`src/sv/icy_stream_metadata_demux_macros.svh`:
```
// Assertion macros for the ICY metadata demux.
`ifndef ICY_STREAM_METADATA_DEMUX_MACROS_SVH
`define ICY_STREAM_METADATA_DEMUX_MACROS_SVH
// Check that a condition implies another on the same edge.
`define ICY_ASSERT_IMPL(lbl, clk, rst_n, a, b) \
    lbl: assert property (@(posedge clk) disable iff (!rst_n) (a) |-> (b)) \
        else $error("assertion failed");
// Check that a condition implies another on the next edge.
`define ICY_ASSERT_NEXT(lbl, clk, rst_n, a, b) \
    lbl: assert property (@(posedge clk) disable iff (!rst_n) (a) |=> (b)) \
        else $error("assertion failed");
`endif

```
`src/sv/icy_pkg.sv`:
```
// Shared types and constants for the ICY metadata demux.
`timescale 1ns / 1ps
package icy_pkg;
    localparam logic [1:0] KIND_AUDIO  = 2'd0;
    localparam logic [1:0] KIND_ARTIST = 2'd1;
    localparam logic [1:0] KIND_TITLE  = 2'd2;

    localparam logic [1:0] CFG_ENABLE   = 2'd0;
    localparam logic [1:0] CFG_INTERVAL = 2'd1;
    localparam logic [1:0] CFG_INITIAL  = 2'd2;

    localparam logic [1:0] PS_INIT   = 2'd0;
    localparam logic [1:0] PS_OTHER  = 2'd1;
    localparam logic [1:0] PS_ARTIST = 2'd2;
    localparam logic [1:0] PS_TITLE  = 2'd3;

    localparam int KEY_LEN = 11;
    localparam int MAX_RUN = 64;

    function automatic logic [7:0] key_char(input logic [3:0] idx);
        logic [7:0] c;
        case (idx)
            4'd0:    c = "S";
            4'd1:    c = "t";
            4'd2:    c = "r";
            4'd3:    c = "e";
            4'd4:    c = "a";
            4'd5:    c = "m";
            4'd6:    c = "T";
            4'd7:    c = "i";
            4'd8:    c = "t";
            4'd9:    c = "l";
            4'd10:   c = "e";
            default: c = 8'd0;
        endcase
        return c;
    endfunction
endpackage

```
`src/sv/icy_ram.sv`:
```
// Generic single-port-write, single-port-read RAM with registered read.
`timescale 1ns / 1ps
module icy_ram #(
    parameter int WIDTH = 8,
    parameter int DEPTH = 64
) (
    input  logic                     i_clk,
    input  logic                     i_we,
    input  logic [$clog2(DEPTH)-1:0] i_waddr,
    input  logic [WIDTH-1:0]         i_wdata,
    input  logic [$clog2(DEPTH)-1:0] i_raddr,
    output logic [WIDTH-1:0]         o_rdata
);
    logic [WIDTH-1:0] r_mem [DEPTH];

    always_ff @(posedge i_clk) begin
        if (i_we) begin
            r_mem[i_waddr] <= i_wdata;
        end
        o_rdata <= r_mem[i_raddr];
    end
endmodule

```
`src/sv/icy_stream_metadata_demux.sv`:
```
// ICY stream metadata demux: payload/metadata split and StreamTitle parser.
// Audio beats are registered, valid in the cycle after acceptance. Throughput:
// one byte per cycle while the output is free; a byte ending a text run stops
// intake while the run is read from RAM and output, then a full-store byte is
// replayed. Reset (synchronous, active low) sets control registers to defaults;
// text RAM is not cleared, only entries below the fill count are read.
`timescale 1ns / 1ps
module icy_stream_metadata_demux
    import icy_pkg::*;
#(
    parameter int TEXT_BYTES = 64
) (
    input  logic        i_clk,
    input  logic        i_rst_n,
    input  logic        i_cfg_valid,
    output logic        o_cfg_ready,
    input  logic [1:0]  i_cfg_index,
    input  logic [15:0] i_cfg_data,
    input  logic        s_axis_tvalid,
    output logic        s_axis_tready,
    input  logic [7:0]  s_axis_tdata,   // [7:0] stream_byte
    output logic        m_axis_tvalid,
    input  logic        m_axis_tready,
    output logic [7:0]  m_axis_tdata,   // [7:0] data_byte
    output logic [1:0]  m_axis_tuser,   // [1:0] kind
    output logic        m_axis_tlast
);
    localparam int AW = $clog2(TEXT_BYTES);
    localparam int FW = $clog2(TEXT_BYTES + 1);
    localparam int CW = FW + 2;

    typedef enum logic [2:0] {
        ST_RUN  = 3'b001,
        ST_EMIT = 3'b010,
        ST_PEND = 3'b100
    } t_state;

    t_state      r_state, n_state;
    logic        r_en;
    logic [15:0] r_interval, r_pcount, n_pcount;
    logic        r_meta, n_meta;
    logic [11:0] r_remain, n_remain;
    logic [1:0]  r_ps, n_ps;
    logic [FW-1:0] r_fill, n_fill;
    logic        r_match, n_match;
    logic [7:0]  r_h1, r_h2, n_h1, n_h2; // last two stored bytes
    // run readout
    logic [AW-1:0] r_ridx, n_ridx;
    logic [6:0]  r_rlen, n_rlen;
    logic [6:0]  r_rcnt, n_rcnt;
    logic [1:0]  r_rkind, n_rkind;
    logic        r_rdv, n_rdv;
    logic        r_pend_b, n_pend_b;   // byte must be reprocessed after store-full run
    logic [7:0]  r_pbyte, n_pbyte;
    // output register
    logic        r_ov, n_ov;
    logic [7:0]  r_od, n_od;
    logic [1:0]  r_ok, n_ok;
    logic        r_ol, n_ol;
    // ram
    logic        we;
    logic [AW-1:0] waddr, raddr;
    logic [7:0]  wdata, rdata;

    icy_ram #(.WIDTH(8), .DEPTH(TEXT_BYTES)) u_ram (
        .i_clk(i_clk), .i_we(we), .i_waddr(waddr), .i_wdata(wdata),
        .i_raddr(raddr), .o_rdata(rdata)
    );

    logic out_free, acc;
    logic [7:0] b;
    logic [6:0] cap;

    assign out_free      = !r_ov || m_axis_tready;
    assign s_axis_tready = (r_state == ST_RUN) && out_free;
    assign o_cfg_ready   = 1'b1;
    assign acc           = s_axis_tvalid && s_axis_tready;
    assign m_axis_tvalid = r_ov;
    assign m_axis_tdata  = r_od;
    assign m_axis_tuser  = r_ok;
    assign m_axis_tlast  = r_ol;
    assign raddr         = r_ridx;

    // parse one byte; may start a run
    logic [FW-1:0] p_fill;
    logic [1:0]    p_ps;
    logic          p_match;
    logic [7:0]    p_h1, p_h2;
    logic          run_go;
    logic [6:0]    run_len;
    logic [1:0]    run_kind;

    always_comb begin
        n_state = r_state;
        n_pcount = r_pcount; n_meta = r_meta; n_remain = r_remain;
        n_ps = r_ps; n_fill = r_fill; n_match = r_match; n_h1 = r_h1; n_h2 = r_h2;
        n_ridx = r_ridx; n_rlen = r_rlen; n_rcnt = r_rcnt; n_rkind = r_rkind;
        n_rdv = 1'b0; n_pend_b = r_pend_b; n_pbyte = r_pbyte;
        n_ov = r_ov && !m_axis_tready; n_od = r_od; n_ok = r_ok; n_ol = r_ol;
        we = 1'b0; waddr = r_fill[AW-1:0]; wdata = 8'd0;
        b = (r_state == ST_PEND) ? r_pbyte : s_axis_tdata;
        p_fill = r_fill; p_ps = r_ps; p_match = r_match; p_h1 = r_h1; p_h2 = r_h2;
        run_go = 1'b0; run_len = '0; run_kind = KIND_ARTIST;
        cap = (TEXT_BYTES - 1 > MAX_RUN) ? 7'(MAX_RUN) : 7'(TEXT_BYTES - 1);

        if (acc || r_state == ST_PEND) begin
            if (!r_en) begin
                n_ov = 1'b1; n_od = b; n_ok = KIND_AUDIO; n_ol = 1'b1;
            end else if (!r_meta && r_state == ST_RUN) begin
                if (r_pcount >= r_interval) begin
                    n_remain = {b, 4'd0};
                    n_pcount = '0;
                    n_meta = (b != 8'd0);
                end else begin
                    n_ov = 1'b1; n_od = b; n_ok = KIND_AUDIO; n_ol = 1'b1;
                    n_pcount = r_pcount + 16'd1;
                end
            end else begin
                // metadata byte
                if (b != 8'd0 && !(r_ps == PS_OTHER)) begin
                    if (r_fill == FW'(TEXT_BYTES) && r_state == ST_RUN
                        && (r_ps == PS_ARTIST || r_ps == PS_TITLE)) begin
                        run_go = 1'b1; run_len = cap;
                        run_kind = (r_ps == PS_ARTIST) ? KIND_ARTIST : KIND_TITLE;
                        n_pend_b = 1'b1; n_pbyte = b;
                        n_ps = PS_INIT; n_fill = '0; n_match = 1'b1;
                    end else begin
                        if (r_state == ST_PEND) begin
                            p_ps = PS_INIT; p_fill = '0; p_match = 1'b1;
                        end else if (r_fill == FW'(TEXT_BYTES)) begin
                            p_ps = PS_INIT; p_fill = '0; p_match = 1'b1;
                        end
                        if (p_ps == PS_INIT) begin
                            if (p_fill < FW'(KEY_LEN))
                                p_match = p_match && (b == key_char(p_fill[3:0]));
                            else if (p_fill == FW'(KEY_LEN))
                                p_match = p_match && (b == "=");
                        end
                        we = 1'b1; waddr = p_fill[AW-1:0]; wdata = b;
                        n_fill = p_fill + FW'(1); n_ps = p_ps; n_match = p_match;
                        n_h2 = p_h1; n_h1 = b;
                        case (p_ps)
                            PS_INIT: begin
                                if (b == "'" && p_fill >= FW'(1) && p_h1 == "=") begin
                                    n_ps = (p_match && p_fill == FW'(KEY_LEN + 1))
                                        ? PS_ARTIST : PS_OTHER;
                                    n_fill = '0; n_match = 1'b1;
                                end
                            end
                            PS_ARTIST: begin
                                if (b == " " && p_fill >= FW'(2) && p_h1 == "-"
                                    && p_h2 == " ") begin
                                    run_go = 1'b1; run_kind = KIND_ARTIST;
                                    run_len = (CW'(p_fill) - CW'(2) > CW'(MAX_RUN)) ?
                                        7'(MAX_RUN) : 7'(p_fill - FW'(2));
                                    n_ps = PS_TITLE; n_fill = '0;
                                end
                            end
                            default: begin
                                if (b == ";" && p_fill >= FW'(1) && p_h1 == "'") begin
                                    run_go = 1'b1; run_kind = KIND_TITLE;
                                    run_len = (CW'(p_fill) - CW'(1) > CW'(MAX_RUN)) ?
                                        7'(MAX_RUN) : 7'(p_fill - FW'(1));
                                    n_ps = PS_INIT; n_fill = '0; n_match = 1'b1;
                                end
                            end
                        endcase
                        n_pend_b = 1'b0;
                    end
                end else if (b != 8'd0 && b == ";") begin
                    n_ps = PS_INIT; n_fill = '0; n_match = 1'b1;
                end
                if (r_state == ST_RUN) begin
                    n_remain = (r_remain > 12'd0) ? r_remain - 12'd1 : r_remain;
                    if (n_remain == 12'd0) begin
                        n_pcount = '0; n_meta = 1'b0;
                    end
                end
                if (run_go && run_len != 7'd0) begin
                    n_state = ST_EMIT; n_ridx = '0; n_rlen = run_len; n_rcnt = '0;
                    n_rkind = run_kind; n_rdv = 1'b0;
                end else if (n_pend_b) begin
                    n_state = ST_PEND;
                end else begin
                    n_state = ST_RUN;
                end
            end
        end else if (r_state == ST_EMIT) begin
            // issue reads, one beat at a time into the output register
            if (r_rdv && out_free) begin
                n_ov = 1'b1; n_od = rdata; n_ok = r_rkind;
                n_ol = (r_rcnt + 7'd1 == r_rlen);
                n_rcnt = r_rcnt + 7'd1;
                if (r_rcnt + 7'd1 == r_rlen)
                    n_state = r_pend_b ? ST_PEND : ST_RUN;
                else begin
                    n_ridx = r_ridx + AW'(1);
                end
            end else if (!r_rdv) begin
                n_rdv = 1'b1;
            end else begin
                n_rdv = 1'b1;
            end
            if (r_rdv && out_free && r_rcnt + 7'd1 != r_rlen)
                n_rdv = 1'b0;
        end
    end

    always_ff @(posedge i_clk) begin
        if (!i_rst_n) begin
            r_state <= ST_RUN; r_en <= 1'b0; r_interval <= 16'd16000;
            r_pcount <= '0; r_meta <= 1'b0; r_remain <= '0;
            r_ps <= PS_INIT; r_fill <= '0; r_match <= 1'b1; r_rdv <= 1'b0;
            r_pend_b <= 1'b0; r_ov <= 1'b0; r_rcnt <= '0; r_rlen <= '0;
            r_ridx <= '0; r_rkind <= KIND_ARTIST;
        end else begin
            r_state <= n_state; r_meta <= n_meta;
            r_remain <= n_remain; r_ps <= n_ps; r_fill <= n_fill; r_match <= n_match;
            r_rdv <= n_rdv; r_pend_b <= n_pend_b; r_ov <= n_ov; r_rcnt <= n_rcnt;
            r_rlen <= n_rlen; r_ridx <= n_ridx; r_rkind <= n_rkind;
            if (i_cfg_valid && i_cfg_index == CFG_INITIAL) begin
                r_pcount <= i_cfg_data;
            end else begin
                r_pcount <= n_pcount;
            end
            if (i_cfg_valid) begin
                case (i_cfg_index)
                    CFG_ENABLE:   r_en <= i_cfg_data[0];
                    CFG_INTERVAL: r_interval <= i_cfg_data;
                    default: ;
                endcase
            end
        end
    end

    always_ff @(posedge i_clk) begin
        r_h1 <= n_h1; r_h2 <= n_h2; r_pbyte <= n_pbyte;
        r_od <= n_od; r_ok <= n_ok; r_ol <= n_ol;
    end

    `include "icy_stream_metadata_demux_macros.svh"

    `ICY_ASSERT_IMPL(a_no_take_emit, i_clk, i_rst_n, r_state != ST_RUN, !s_axis_tready)
    `ICY_ASSERT_IMPL(a_fill_range, i_clk, i_rst_n, 1'b1, r_fill <= FW'(TEXT_BYTES))
    `ICY_ASSERT_NEXT(a_hold, i_clk, i_rst_n, r_ov && !m_axis_tready,
        r_ov && $stable(r_od) && $stable(r_ok) && $stable(r_ol))
endmodule
```
`config.mk`:
```
export PLATFORM = sky130hd
export DESIGN_NAME = icy_stream_metadata_demux
export DESIGN_NICKNAME = d
export VERILOG_FILES = /design/src/sv/icy_pkg.sv /design/src/sv/icy_ram.sv /design/src/sv/icy_stream_metadata_demux.sv
export VERILOG_INCLUDE_DIRS = /design/src /design/src/sv
export SDC_FILE = /design/constraint.sdc
export NUM_CORES = 1
export LEC_CHECK = 0
export BUFFER_PORTS_ARGS = -buffer_cell sky130_fd_sc_hd__buf_4
export CAP_MARGIN = 20
export CELL_PAD_IN_SITES_DETAIL_PLACEMENT = 0
export CELL_PAD_IN_SITES_GLOBAL_PLACEMENT = 1
export CORE_ASPECT_RATIO = 1.25
export CORE_UTILIZATION = 25
export DETAILED_ROUTE_END_ITERATION = 7
export PLACE_DENSITY = 0.5
export RECOVER_POWER = 50
export SYNTH_ARGS = -nofsm -noshare
export SYNTH_HDL_FRONTEND = slang
export SYNTH_SLANG_ARGS = --single-unit
export TNS_END_PERCENT = 1
```
`constraint.sdc`:
```
create_clock -name i_clk -period 4.1 [get_ports i_clk]
set_input_delay 0 -clock i_clk [delete_from_list [all_inputs] [get_ports i_clk]]
set_output_delay 0 -clock i_clk [all_outputs]
set_load 0.01 [all_outputs]
```
### Word-level counts from Yosys, hierarchy flattened

Memories as Yosys holds them, arrays and structs flattened. A register that Yosys moved wholly into a read port is not among the register bits.
Cells that the tools add are included.

* register bits: 119
* bits in writable memories: 512
* bits in read-only memories: 112
* input port bits: 31
* output and inout bits: 14
* word-level logic and storage cells: 299
* memories: 2

* add/sub/neg operators: 9
* $lt $le $gt $ge: 7
* equal/unequal tests: 30
* multiplexer cells: 165
* bitwise gates (word level): 4
* reductions and logical operators: 60

Memories
* u_ram.r_mem: words 64, bits a word 8, rd ports 1, clocked after memory_dff 1, write ports 1, line icy_ram.sv:14 `logic [WIDTH-1:0] r_mem [DEPTH];`
* (no name shown): words 16, bits a word 7, rd ports 1, clocked after memory_dff 0, write ports 0, line icy_pkg.sv:22 `case (idx)`

Operators by type and width (number)
* 7-bit two-way mux: 28
* 8-bit two-way mux: 19
* 16-bit two-way mux: 7
* 6-bit two-way mux: 12
* 8-bit by 6-bit == test with 1-bit output, second input constant: 8
* 1-bit two-way mux: 56
* 2-bit two-way mux: 25
* 12-bit two-way mux: 4
* 7-bit one-hot mux with 2 select lines: 2
* 3-bit two-way mux: 9
* 5-bit AND reduction: 5
* 1-bit logical AND: 22
* 4-bit AND reduction: 5
* 9-bit by 7-bit > comparator with 1-bit output, second input constant: 2
* 16-bit by 1-bit adder with 16-bit output, second input constant: 1
* 16-bit >= comparator: 1
* 2-bit nonzero test: 8
* 7-bit by 1-bit adder with 7-bit output, second input constant: 2
* 7-bit by 4-bit == test with 1-bit output, second input constant: 2
* 12-bit by 1-bit > comparator with 1-bit output, second input constant: 1
* 12-bit zero test: 1
* 12-bit by 1-bit subtractor with 12-bit output, second input constant: 1
* 2-bit == test, second input constant: 4
* 8-bit == test: 1
* 33 further kinds: 49

### Logic depth before layout (Yosys ltp)

Gate-level depths: netlist (run 1).

* depth in word-level cells: 31
* mapped depth: 17
* gate-level depth less buffers: 15

### Cells and area by module

A second synthesis (run 1) with hierarchy kept.

* cells, all modules: 1904
* area total of the unflattened synthesis: 27769.1 um^2

By module, submodules not included
* icy_ram: instances 1, cells each 972, area an instance 20190.6 um^2, sequential area each 15534.9 um^2
* icy_stream_metadata_demux: instances 1, cells each 932, area an instance 7578.5 um^2, sequential area each 2732.6 um^2

### Worst setup path before layout (run 1)

No wires, ideal clock.

* path kind: reg2reg
* start: reg r_state[2]
* end: reg r_rlen[6]
* library setup time: 115 ps
* arrival time: 3853 ps
* data required time: 3985 ps
* slack: 132 ps
* cell stages (with the launch flop): 15
* buffers on the path: 2
* period minus slack after synthesis: 3968 ps
* cells stage by stage: dfxtp_1 -> or3b_2 -> buf_2 -> buf_2 -> nand2_1 -> ha_1 -> a21boi_0 -> a21oi_1 -> and3_1 -> a211oi_2 -> o21ai_0 -> a221o_1 -> o21bai_4 -> mux2_2 -> and2_1

* longest elaborated chain between the ends: 21
* elaborated cells between the ends (all ways): 62
* classes of those cells: add/sub (4); order compare (4); eq/ne (5); mux (31); bitwise (1); reduce/logical (17)

Ends and longest elaborated chain
* from (decl): line icy_stream_metadata_demux.sv:38 `t_state r_state, n_state;`
* from (signal assigned): line icy_stream_metadata_demux.sv:217 `r_state <= n_state; r_meta <= n_meta;`
* parallel branches: the longest is 21 deep, another holds 9-bit by 7-bit > comparator with 1-bit output
* to (signal assigned): line icy_stream_metadata_demux.sv:220 `r_rlen <= n_rlen; r_ridx <= n_ridx; r_rkind <= n_rkind;`
* to (decl): line icy_stream_metadata_demux.sv:49 `logic [6:0] r_rlen, n_rlen;`

Parallel ways; which one is timed is not known. The select of a mux whose other input is x is not followed.
A chain may end at the register's enable or synchronous reset.

### Final worst setup path (run 1)

Ends and elaborated chain as after synthesis.

==> results of run 1 <==
-- stage by stage --
step / utilization [%] / cells / worst slack, ns
global route: 30.2 / 3448 / 0.0736
finish: 30.2 / 3448 / 0.318
global placement: 27.6 / 3275 / 0.372
detailed placement: 27.6 / 3276 / 0.322
CTS: 30.3 / 3448 / 0.299
floorplan: - / 1785 / 0.132
-- worst paths after layout --
check / end / slack, ns
setup / recovery: r_rlen[6] / 0.32
hold / removal: m_axis_tdata[3] / 0.05
setup reg to reg: r_rlen[6] / 0.32
hold reg to reg: r_interval[15] / 0.46
-- worst max-delay path, cell delays in order (launching register included) --
cell and delay (ns):
dfxtp_1 0.32, or3b_2 0.52, nand2_1 0.12, ha_1 0.25, a21boi_0 0.33, buf_4 0.20
a31oi_1 0.12, a21o_1 0.26, nand2_1 0.17, buf_4 0.20, nor3_1 0.06, a221o_1 0.32
o21bai_4 0.29, mux2_2 0.36, and2_1 0.15
-- final cells by class --
type	count	area share (%)
flip-flops and latches	639	55.2
repair buffers	181	4.40
clock buffers	86	5.95
clock inverters	48	1.78
well taps	1449	5.48
multi-input cells	999	26.6
inverters	46	0.522
-- cell families (layout without fill, tap and decap cells) --
kind of cell             Yosys count  in the layout
AND/OR/NAND/NOR                  487            487
flip-flops                       639            639
multiplexers                     193            193
adder cells (fa/ha/maj)           31             31
buffers and inverters            147            361
XOR/XNOR                          19             19
AO/OA/AOI/OAI                    268            268
other                              1              1
-- flip-flops by register name, indices dropped and copies added, names as in the netlist, 3 cells and up --
name	count
m_axis_tdata	8
p_h1	8
p_h2	8
r_fill	7
r_interval	16
r_pbyte	8
r_pcount	16
r_rcnt	7
r_remain	12
r_ridx	6
r_rlen	7
r_state	3
u_ram.o_rdata	8
u_ram.r_mem	512
-- layout by cell type, fill, tap and decap left out, drive strengths merged, types with 18 or more instances in the layout --
master,instances
nand3,34
mux4,168
inv,48
mux2i,23
nand2,111
nor3,28
dlygate4sd3,38
buf,112
clkbuf,117
clkinv,30
dfxtp,92
and3,20
nor2,163
a21oi,70
ha,31
o21ai,67
edfxtp,547
o211ai,18
-- report_power, final --
group / leakage, nW / switching (mW) / internal, mW
clock: 1.25 / 2.73 / 4.22
combinational: 3.53 / 0.149 / 0.0966
sequential: 6.89 / 0.0196 / 6.98
total: 11.7 / 2.90 / 11.3
-- layer usage --
| layer | part of all wire, % | vias up |
|---|---|---|
| met1 | 42 | 8591 |
| met3 | 3.7 | 109 |
| li1 | - | 7382 |
| met2 | 52 | 401 |
| met5 | 0 | - |
| met4 | 2.2 | 0 |
==> out/qor.txt, run 1 <==
Critical Path Start Type -> flop
Data required, critical path -> 4.61 ns
Worst VDD drop -> 268 uV
Post-synth top area share -> 59.4%
Netlist Area Pre-Place -> 27600 um^2
Total global routing track utilization -> 14.1%
Multi-input combinational cell area -> 8820 um^2
Clk buf depth -> 3
Post-synthesis compound-gate area fraction -> 6.40%
Max cap viols -> 1
Crit path max fanout -> 9
DIE AREA -> 112000 um^2
Global placer's final weighted congestion -> 0.856
Asr flop ratio synth -> 0%
Largest family of logic cells by synthesized area -> multiplexers
Failing checks -> capacitance limit, slew limit
Synthesized area per cell -> 15.5 um^2
Clock skew -> 0.0242 ns
Reg2reg start -> r_state[2]
Vias -> 16.5k
Worst min path class -> in2reg
Slew @ Worst Pin -> 1.52 ns
RSZ-0062 raised after global routing -> false
I/O pins -> 45
Top cell types by occurrence after synthesis -> edfxtp_1, mux4_2, nor2_1
P per Cell Area -> 429 nW/um^2
Share of the yosys chip area belonging to registers -> 66.1%
Post-synth EDFFs -> 547
Setup CP Type -> reg2reg
Crit path from -> r_state[2]
DRT Wirelength -> 79.5 mm
DR DRC count -> 0
DR pass1 iterations -> 6
Overall power -> 14.2 mW
Status -> finished with violations
Share of layout cells above drive strength 1 -> 22.0%
Synth top area cells -> edfxtp_1, mux4_2, dfxtp_1
N_diodes -> 0
Register area -> 18300 um^2
Min Tclk post-route -> 3.78 ns
Hold wc startpoint -> s_axis_tdata[3]
Met2 Use GR -> 25.3%
Unique masters post-synth -> 85
Reg2reg path depth -> 14
Met1 usage -> 17.4%
Final slew viol count -> 65
Post-DR vias/cell -> 4.78
Most crowded layer after global routing -> met2
Final Net Count -> 2003
Worst EP arrival -> 4.29 ns
Mux cell area share after synthesis -> 14.6%
Inserted Clock Buffers -> 74
Rel. slew slack -> -1.12%
Syn Nets -> 1847
Die width -> 299 um
Post-cts sizing count -> 0
Synthesized flop and latch total -> 639
Final Hold Fails -> 0
CTS tree -> built
Largest net degree at the start of global routing -> 65
Simple-Gate Fraction of Synth Area -> 8.77%
Final ANT Viol Nets -> 0
Clk Latency, worst-skew pair -> 0.63 ns
First-pass GRT wire length -> 118 mm
Syn Inst Count -> 1785
Cell Rows -> 136
Final setup vio count -> 0
Die Span Y -> 374 um
Fin Setup TNS -> 0 ns
Placed inst area -> 30300 um^2
Initial antenna violation count -> 1
Fillers -> 10.9k
LEAKAGE -> 11.7 nW
H-tree depth -> 3
Final instance area -> 33100 um^2
Area grow syn2layout -> 19.7%
Cell count of the worst hold path -> 4
PortBufs -> 43
Starting DRT DRC Count -> 1201
Initial Utilization -> 25.2%
Leading area contributor after synthesis -> edfxtp_1
Number of global-route vias before repair -> 17.2k
Cts hold-fix bufs -> 38
Clock sink count -> 639
Post-Synth XOR/XNOR Area -> 0.602%
Grt total ovfl -> 0
Met3 Resource Use GR -> 2.22%
Crit path capture type -> flop
Post-DP HPWL -> 53.1 mm
Fmax -> 0.264 GHz
Cell with the most instances after synthesis -> edfxtp_1
Core Box Area -> 110000 um^2
Synth Flop Type -> edfxtp_1
Worst-path clk slew -> 0.06 ns
Period utilization -> 92.2%
Post-CTS Setup Bufs -> 0
Yosys warnings -> 0
Root Buffer -> clkbuf_16
Adder-cell share of the synthesized area -> 1.40%
Hold_ws -> 0.0532 ns
Wire per inst -> 23.1 um
(Power assumes the default switching activity.)
==> inputs of run 2 (changes only) <==
--- a/config.mk
+++ b/config.mk
@@ -14,7 +14,6 @@
 export CORE_UTILIZATION = 25
 export DETAILED_ROUTE_END_ITERATION = 7
 export PLACE_DENSITY = 0.5
-export RECOVER_POWER = 50
 export SYNTH_ARGS = -nofsm -noshare
 export SYNTH_HDL_FRONTEND = slang
 export SYNTH_SLANG_ARGS = --single-unit
==> run 2 against run 1 <==
The run now ends clean. Clock skew barely moved. Non-clock buffer count unchanged. Core utilization grew 0.14 points. Fmax about the same. Cell area grew 0.46%. Largest power group unchanged. Highest routed layer unchanged.
==> out/qor.txt, run 2 (synthesis gave the netlist of run 1 again) <==
Status -> complete, no violations
LEAKAGE -> 11.8 nW (+0.83%)
Area grow syn2layout -> 20.3%
Placed insts -> 3276 (unchanged)
Sw power -> 2.90 mW (+0.15%)
CTS tree -> built
First-pass GRT wire length -> 118 mm (unchanged)
H-tree depth -> 3 (unchanged)
Cell Rows -> 136 (unchanged)
Hold_ws -> 0.0633 ns (+0.0101 ns)
Setup CP Type -> reg2reg
Initial Utilization -> 25.2% (unchanged)
Crit path capture type -> flop
DIE AREA -> 112000 um^2 (unchanged)
Slew @ Worst Pin -> 0.923 ns (-0.593 ns)
Commonest non-fill, non-tap cells in the layout -> edfxtp_1, mux4_2, nor2_1
Final Net Count -> 2003 (unchanged)
DR DRC count -> 0 (unchanged)
Data required, critical path -> 4.61 ns (about the same)
Final instance area -> 33200 um^2 (+0.46%)
Inserted Clock Buffers -> 74 (unchanged)
Largest net degree at the start of global routing -> 65 (unchanged)
Worst-path clk slew -> 0.06 ns (about the same)
Global placer's final weighted congestion -> 0.856 (unchanged)
Final ANT Viol Nets -> 0 (unchanged)
Combinational power share -> 1.8% (about the same)
Worst min path class -> in2reg
Placed inst area -> 30300 um^2 (unchanged)
Clk network pwr share -> 48.9% (about the same)
Number of global-route vias before repair -> 17.2k (unchanged)
Final slew viol count -> 0 (-100%)
Clk buf depth -> 3 (unchanged)
Biggest regs -> u_ram.r_mem: 512 flops, r_interval: 16 flops, r_pcount: 16 flops
Grt total ovfl -> 0 (unchanged)
Commonest non-fill, non-tap cell in the layout -> edfxtp_1
Internal power -> 11.3 mW (about the same)
Layout Cells excl Fill -> 3448 (unchanged)
DRT Wirelength -> 79.5 mm (about the same)
Clk Latency, worst-skew pair -> 0.63 ns (about the same)
Period utilization -> 92.2% (about the same)
Final core occ -> 30.3% (+0.14 points)
Total global routing track utilization -> 14.1% (unchanged)
Die Span Y -> 374 um (unchanged)
DR pass1 iterations -> 5 (-1)
Max reg flops -> 512 (unchanged)
Wire per inst -> 23.1 um (about the same)
Post-cts sizing count -> 0 (unchanged)
Vias -> 16.5k (unchanged)
Fin Setup TNS -> 0 ns (unchanged)
Top reg by flops -> u_ram.r_mem
Sw Share -> 20.4% (about the same)
Worst EP arrival -> 4.29 ns (about the same)
Post-DR vias/cell -> 4.78 (unchanged)
RSZ-0062 raised after global routing -> false
Fmax -> 0.264 GHz (about the same)
Post-DP HPWL -> 53.1 mm (unchanged)
N_diodes -> 0 (unchanged)
Crit path max fanout -> 9 (unchanged)
Flop pwr share -> 49.3% (about the same)
Max cap viols -> 0 (-1)
Min Tclk post-route -> 3.78 ns (-0.000711 ns)
Rel. slew slack -> 38.2% (+39 points)
Clock sink count -> 639 (unchanged)
PortBufs -> 43 (unchanged)
Starting DRT DRC Count -> 1166 (-2.9%)
Clock skew -> 0.0244 ns (+0.000189 ns)
Critical Path Start Type -> flop
Initial antenna violation count -> 1 (unchanged)
I/O pins -> 45 (unchanged)
Share of layout cells above drive strength 1 -> 23.3% (+1.3 points)
Root Buffer -> clkbuf_16
Final setup vio count -> 0 (unchanged)
P per Cell Area -> 427 nW/um^2 (-0.37%)
Die width -> 299 um (unchanged)
Final Hold Fails -> 0 (unchanged)
Worst VDD drop -> 268 uV (-0.27%)
Core Box Area -> 110000 um^2 (unchanged)
==> run 2: cell count changes in the layout (fill, tap and decap cells not counted), sizes merged <==
cell	delta
buf	+31
clkbuf	-31
==> run 2: path summary, 6_finish.rpt <==
| kind | start | to | slack [ns] | cells past startpoint |
|---|---|---|---|---|
| worst max-delay path | r_state[2] | r_rlen[6] | 0.32 | 14 |
| worst min-delay path | s_axis_tdata[3] | m_axis_tdata[3] | 0.06 | 4 |
| worst max register to register | r_state[2] | r_rlen[6] | 0.32 | 14 |
| worst min register to register | r_interval[15] | r_interval[15] | 0.46 | 2 |
==> run 2: per-stage QoR <==
stage / power [mW] / worst slack [ns]
floorplan: 7.24 / 0.132
global placement: 7.37 / 0.372
detailed placement: 7.37 / 0.322
CTS: 14.4 / 0.299
global route: 14.7 / 0.0735
finish: 14.2 / 0.319
==> run 2: repair_timing <==
item / 4_1_cts / 5_1_grt
hold buffers: 38 / 0
buffers inserted: 0 / 0
hold endpoints to repair: 53 / 0
==> run 2: area by class of cell <==
type / count / area, um^2
multi-input combinational: 999 / 8850
inverter: 46 / 173
clock inverter: 48 / 591
clock buffer: 86 / 1970
sequential: 639 / 18300
fill: 10800 / 76500
timing repair buffer: 181 / 1570
tap: 1449 / 1810
==> run 2: worst max-delay path: stages (launching register included) <==
cell and delay (ns):
dfxtp_1 0.32, or3b_2 0.52, nand2_1 0.13, ha_1 0.25, a21boi_0 0.34, buf_4 0.20
a31oi_1 0.12, a21o_1 0.26, nand2_1 0.17, buf_4 0.20, nor3_1 0.06, a221o_1 0.32
o21bai_4 0.29, mux2_2 0.36, and2_1 0.15
==> run 2: layer usage <==
layer	global-route usage, %	part of all wire [%]	vias to the layer above
met5	0	0	-
met2	25.3	52	382
li1	-	-	7377
met4	3.99	2.3	0
met3	2.22	3.7	119
met1	17.4	42	8605
==> run 2: power groups by stage <==
stage / clock network (mW) / logic, mW / registers, mW
after global placement: 0 / 0.231 / 7.14
after CTS: 7.15 / 0.260 / 7.00
final: 6.95 / 0.256 / 7.00
after detailed placement: 0 / 0.232 / 7.14
after global routing: 7.39 / 0.280 / 7.00
after floorplan: 0 / 0.111 / 7.13
==> inputs of run 3 (changes only) <==
--- a/config.mk
+++ b/config.mk
@@ -11,9 +11,12 @@
 export CELL_PAD_IN_SITES_DETAIL_PLACEMENT = 0
 export CELL_PAD_IN_SITES_GLOBAL_PLACEMENT = 1
 export CORE_ASPECT_RATIO = 1.25
+export CORE_MARGIN = 2
 export CORE_UTILIZATION = 25
 export DETAILED_ROUTE_END_ITERATION = 7
 export PLACE_DENSITY = 0.5
+export RECOVER_POWER = 100
+export SETUP_SLACK_MARGIN = 0.3
 export SYNTH_ARGS = -nofsm -noshare
 export SYNTH_HDL_FRONTEND = slang
 export SYNTH_SLANG_ARGS = --single-unit
==> run 3 against run 2 <==
The run now ends with capacitance limit, slew limit left. Combinational power shrank 5%. Critical path depth down 1. Sequential share of layout area is 0.93 points higher. Cell area decreased by 1.7%. Sequential cell count unchanged. Global-route usage shrank 0.37 points. Worst setup slack improved by 0.062 ns. Routed wire length shrank 2.0%. Hold slack gained 0.030 ns. Fmax rose by 1.7%.
==> out/qor.txt, run 3 (synthesis gave the netlist of run 1 again) <==
Status -> finished with violations
Failing checks -> capacitance limit, slew limit
Cell Rows -> 136 (unchanged)
Fin Setup TNS -> 0 ns (unchanged)
Final setup vio count -> 0 (unchanged)
Grt total ovfl -> 0 (unchanged)
CTS tree -> built
Commonest non-fill, non-tap cells in the layout -> edfxtp_1, mux4_2, nor2_1
Inserted Clock Buffers -> 72 (-2.7%)
Worst stage delay on the critical path -> 0.51 ns (about the same)
Final Net Count -> 2018 (+0.75%)
Period utilization -> 90.7% (-1.5 points)
Max reg flops -> 512 (unchanged)
Crit path max fanout -> 19 (+10)
Layout Cells excl Fill -> 3460 (+0.35%)
I/O pins -> 45 (unchanged)
P per Cell Area -> 408 nW/um^2 (-4.4%)
Fmax -> 0.269 GHz (+1.7%)
Starting DRT DRC Count -> 1222 (+4.8%)
Sw Share -> 20.9% (+0.43 points)
Crit path capture type -> flop
Die Span Y -> 376 um (+0.54%)
Top reg by flops -> u_ram.r_mem
DIE AREA -> 113000 um^2 (+1.2%)
Setup CP Type -> reg2reg
Placed insts -> 3292 (+0.49%)
Worst min path class -> in2reg
DR pass1 iterations -> 6 (+1)
Internal power -> 10.6 mW (-6.5%)
Die width -> 301 um (+0.67%)
Final ANT Viol Nets -> 0 (unchanged)
Overall power -> 13.4 mW (-6.0%)
Fillers -> 11.0k (+1.2%)
Critical Path Start Type -> flop
Biggest regs -> u_ram.r_mem: 512 flops, r_interval: 16 flops, r_pcount: 16 flops
Post-DP HPWL -> 51.5 mm (-3.1%)
Vias -> 16.4k (-0.42%)
Commonest non-fill, non-tap cell in the layout -> edfxtp_1
Flop pwr share -> 52.4% (+3.1 points)
Initial Utilization -> 25.2% (unchanged)
H-tree depth -> 3 (unchanged)
First-pass GRT wire length -> 116 mm (-2.1%)
DRT Wirelength -> 77.9 mm (-2.0%)
Initial antenna violation count -> 0 (-1)
Clock skew -> 0.0359 ns (+0.0116 ns)
Hold_ws -> 0.0937 ns (+0.0304 ns)
Core Box Area -> 110000 um^2 (unchanged)
Slew @ Worst Pin -> 2.21 ns (+1.28 ns)
CP Cell Sequence -> or3b_2, nand2_1, ha_1, and4bb_1, a21oi_1, and3_1, a211oi_4, o21ai_0, a221o_1, o21bai_4, buf_6, mux2i_1, nor2_1
Clk buf depth -> 3 (unchanged)
Largest net degree at the start of global routing -> 65 (unchanged)
Worst VDD drop -> 304 uV (+14%)
LEAKAGE -> 11.4 nW (-2.8%)
Post-DR vias/cell -> 4.74 (-0.76%)
Post-CTS Setup Bufs -> 0 (unchanged)
Final slew viol count -> 40 (+40)
Final Hold Fails -> 0 (unchanged)
Final core occ -> 29.8% (-0.50 points)
RSZ-0062 raised after global routing -> true
Combinational power share -> 1.8% (about the same)
Number of global-route vias before repair -> 17.1k (-0.77%)
Root Buffer -> clkbuf_16
CP max-delay cell -> or3b_2
Clock sink count -> 639 (unchanged)
Worst-path clk slew -> 0.06 ns (about the same)
Share of layout cells above drive strength 1 -> 20.0% (-3.4 points)
Sw power -> 2.79 mW (-4.0%)
Max cap viols -> 1 (+1)
PortBufs -> 43 (unchanged)
Rel. slew slack -> -47.1% (-85 points)
Worst EP arrival -> 4.13 ns (-0.16 ns)
Clk Latency, worst-skew pair -> 0.62 ns (about the same)
Global placer's final weighted congestion -> 0.859 (+0.36%)
Clk network pwr share -> 45.8% (-3.1 points)
Wire per inst -> 22.5 um (-2.4%)
Total global routing track utilization -> 13.8% (-0.37 points)
Area grow syn2layout -> 18.3%
Data required, critical path -> 4.51 ns (-0.10 ns)
Min Tclk post-route -> 3.72 ns (-0.0618 ns)
DR DRC count -> 0 (unchanged)
-- run 3: cell types whose count changed in the layout (fill, tap and decap cells not counted), moves of 5 or more --
cell / before / now
bufinv_16: 12 / 4
clkbuf_16: 77 / 72
buf_4: 134 / 79
clkbuf_1: 8 / 77
nor2_1: 155 / 161
clkbuf_2: 0 / 9
nor2_4: 8 / 2
-- run 3: final timing paths --
path | startpoint | end | slack, ns | cells after the start
setup / recovery | r_state[2] | r_rkind[1] | 0.38 | 13
hold / removal | s_axis_tdata[5] | r_meta | 0.09 | 6
hold reg to reg | r_interval[3] | r_interval[3] | 0.46 | 2
setup reg to reg | r_state[2] | r_rkind[1] | 0.38 | 13
-- run 3: worst max-delay path, delay by kind of cell, from the launching register on --
family                   cells  cell delay (ns)
flip-flops                   1             0.34
AO/OA/AOI/OAI                5             1.20
AND/OR/NAND/NOR              5             1.29
adder cells (fa/ha/maj)      1             0.27
multiplexers                 1             0.20
buffers and inverters        1             0.23
-- run 3: layer usage --
metal	global-route usage, %	part of all wire [%]	wire, um
met5	0	0	0
met4	4.25	2.3	1800
met3	2.09	4.2	3250
met2	24.2	51	40000
met1	17.3	42	32900
-- run 3: cell type report --
type,count,area [um^2],share of cell area [%]
antenna,1,2.50,0.00765
clock buffer,87,1860,5.68
clock inverter,41,338,1.03
inverter,46,173,0.528
multi-input combinational,999,8820,27.0
sequential,639,18300,55.9
tap,1449,1810,5.54
timing repair buffer,198,1410,4.32
-- run 3: power by group through the flow --
stage	registers, mW	clock network, mW	logic (mW)
final	7.00	6.12	0.244
after global routing	7.00	6.58	0.269
after CTS	7.00	6.31	0.260
after detailed placement	7.14	0	0.232
after global placement	7.14	0	0.231
after floorplan	7.13	0	0.111
-- run 3: per-stage QoR --
stage	cell area, um^2	setup slack [ns]
2_1_floorplan	27600	0.334
4_1_cts	33000	0.302
5_1_grt	32700	0.124
6_report	32700	0.380
3_5_place_dp	30400	0.339
3_3_place_gp	30400	0.314
-- run 3: what timing repair did --
item,CTS,global route
hold endpoints to repair,58,0
endpoints found under the setup margin,0,38
resized for setup,0,5
hold buffers,38,0
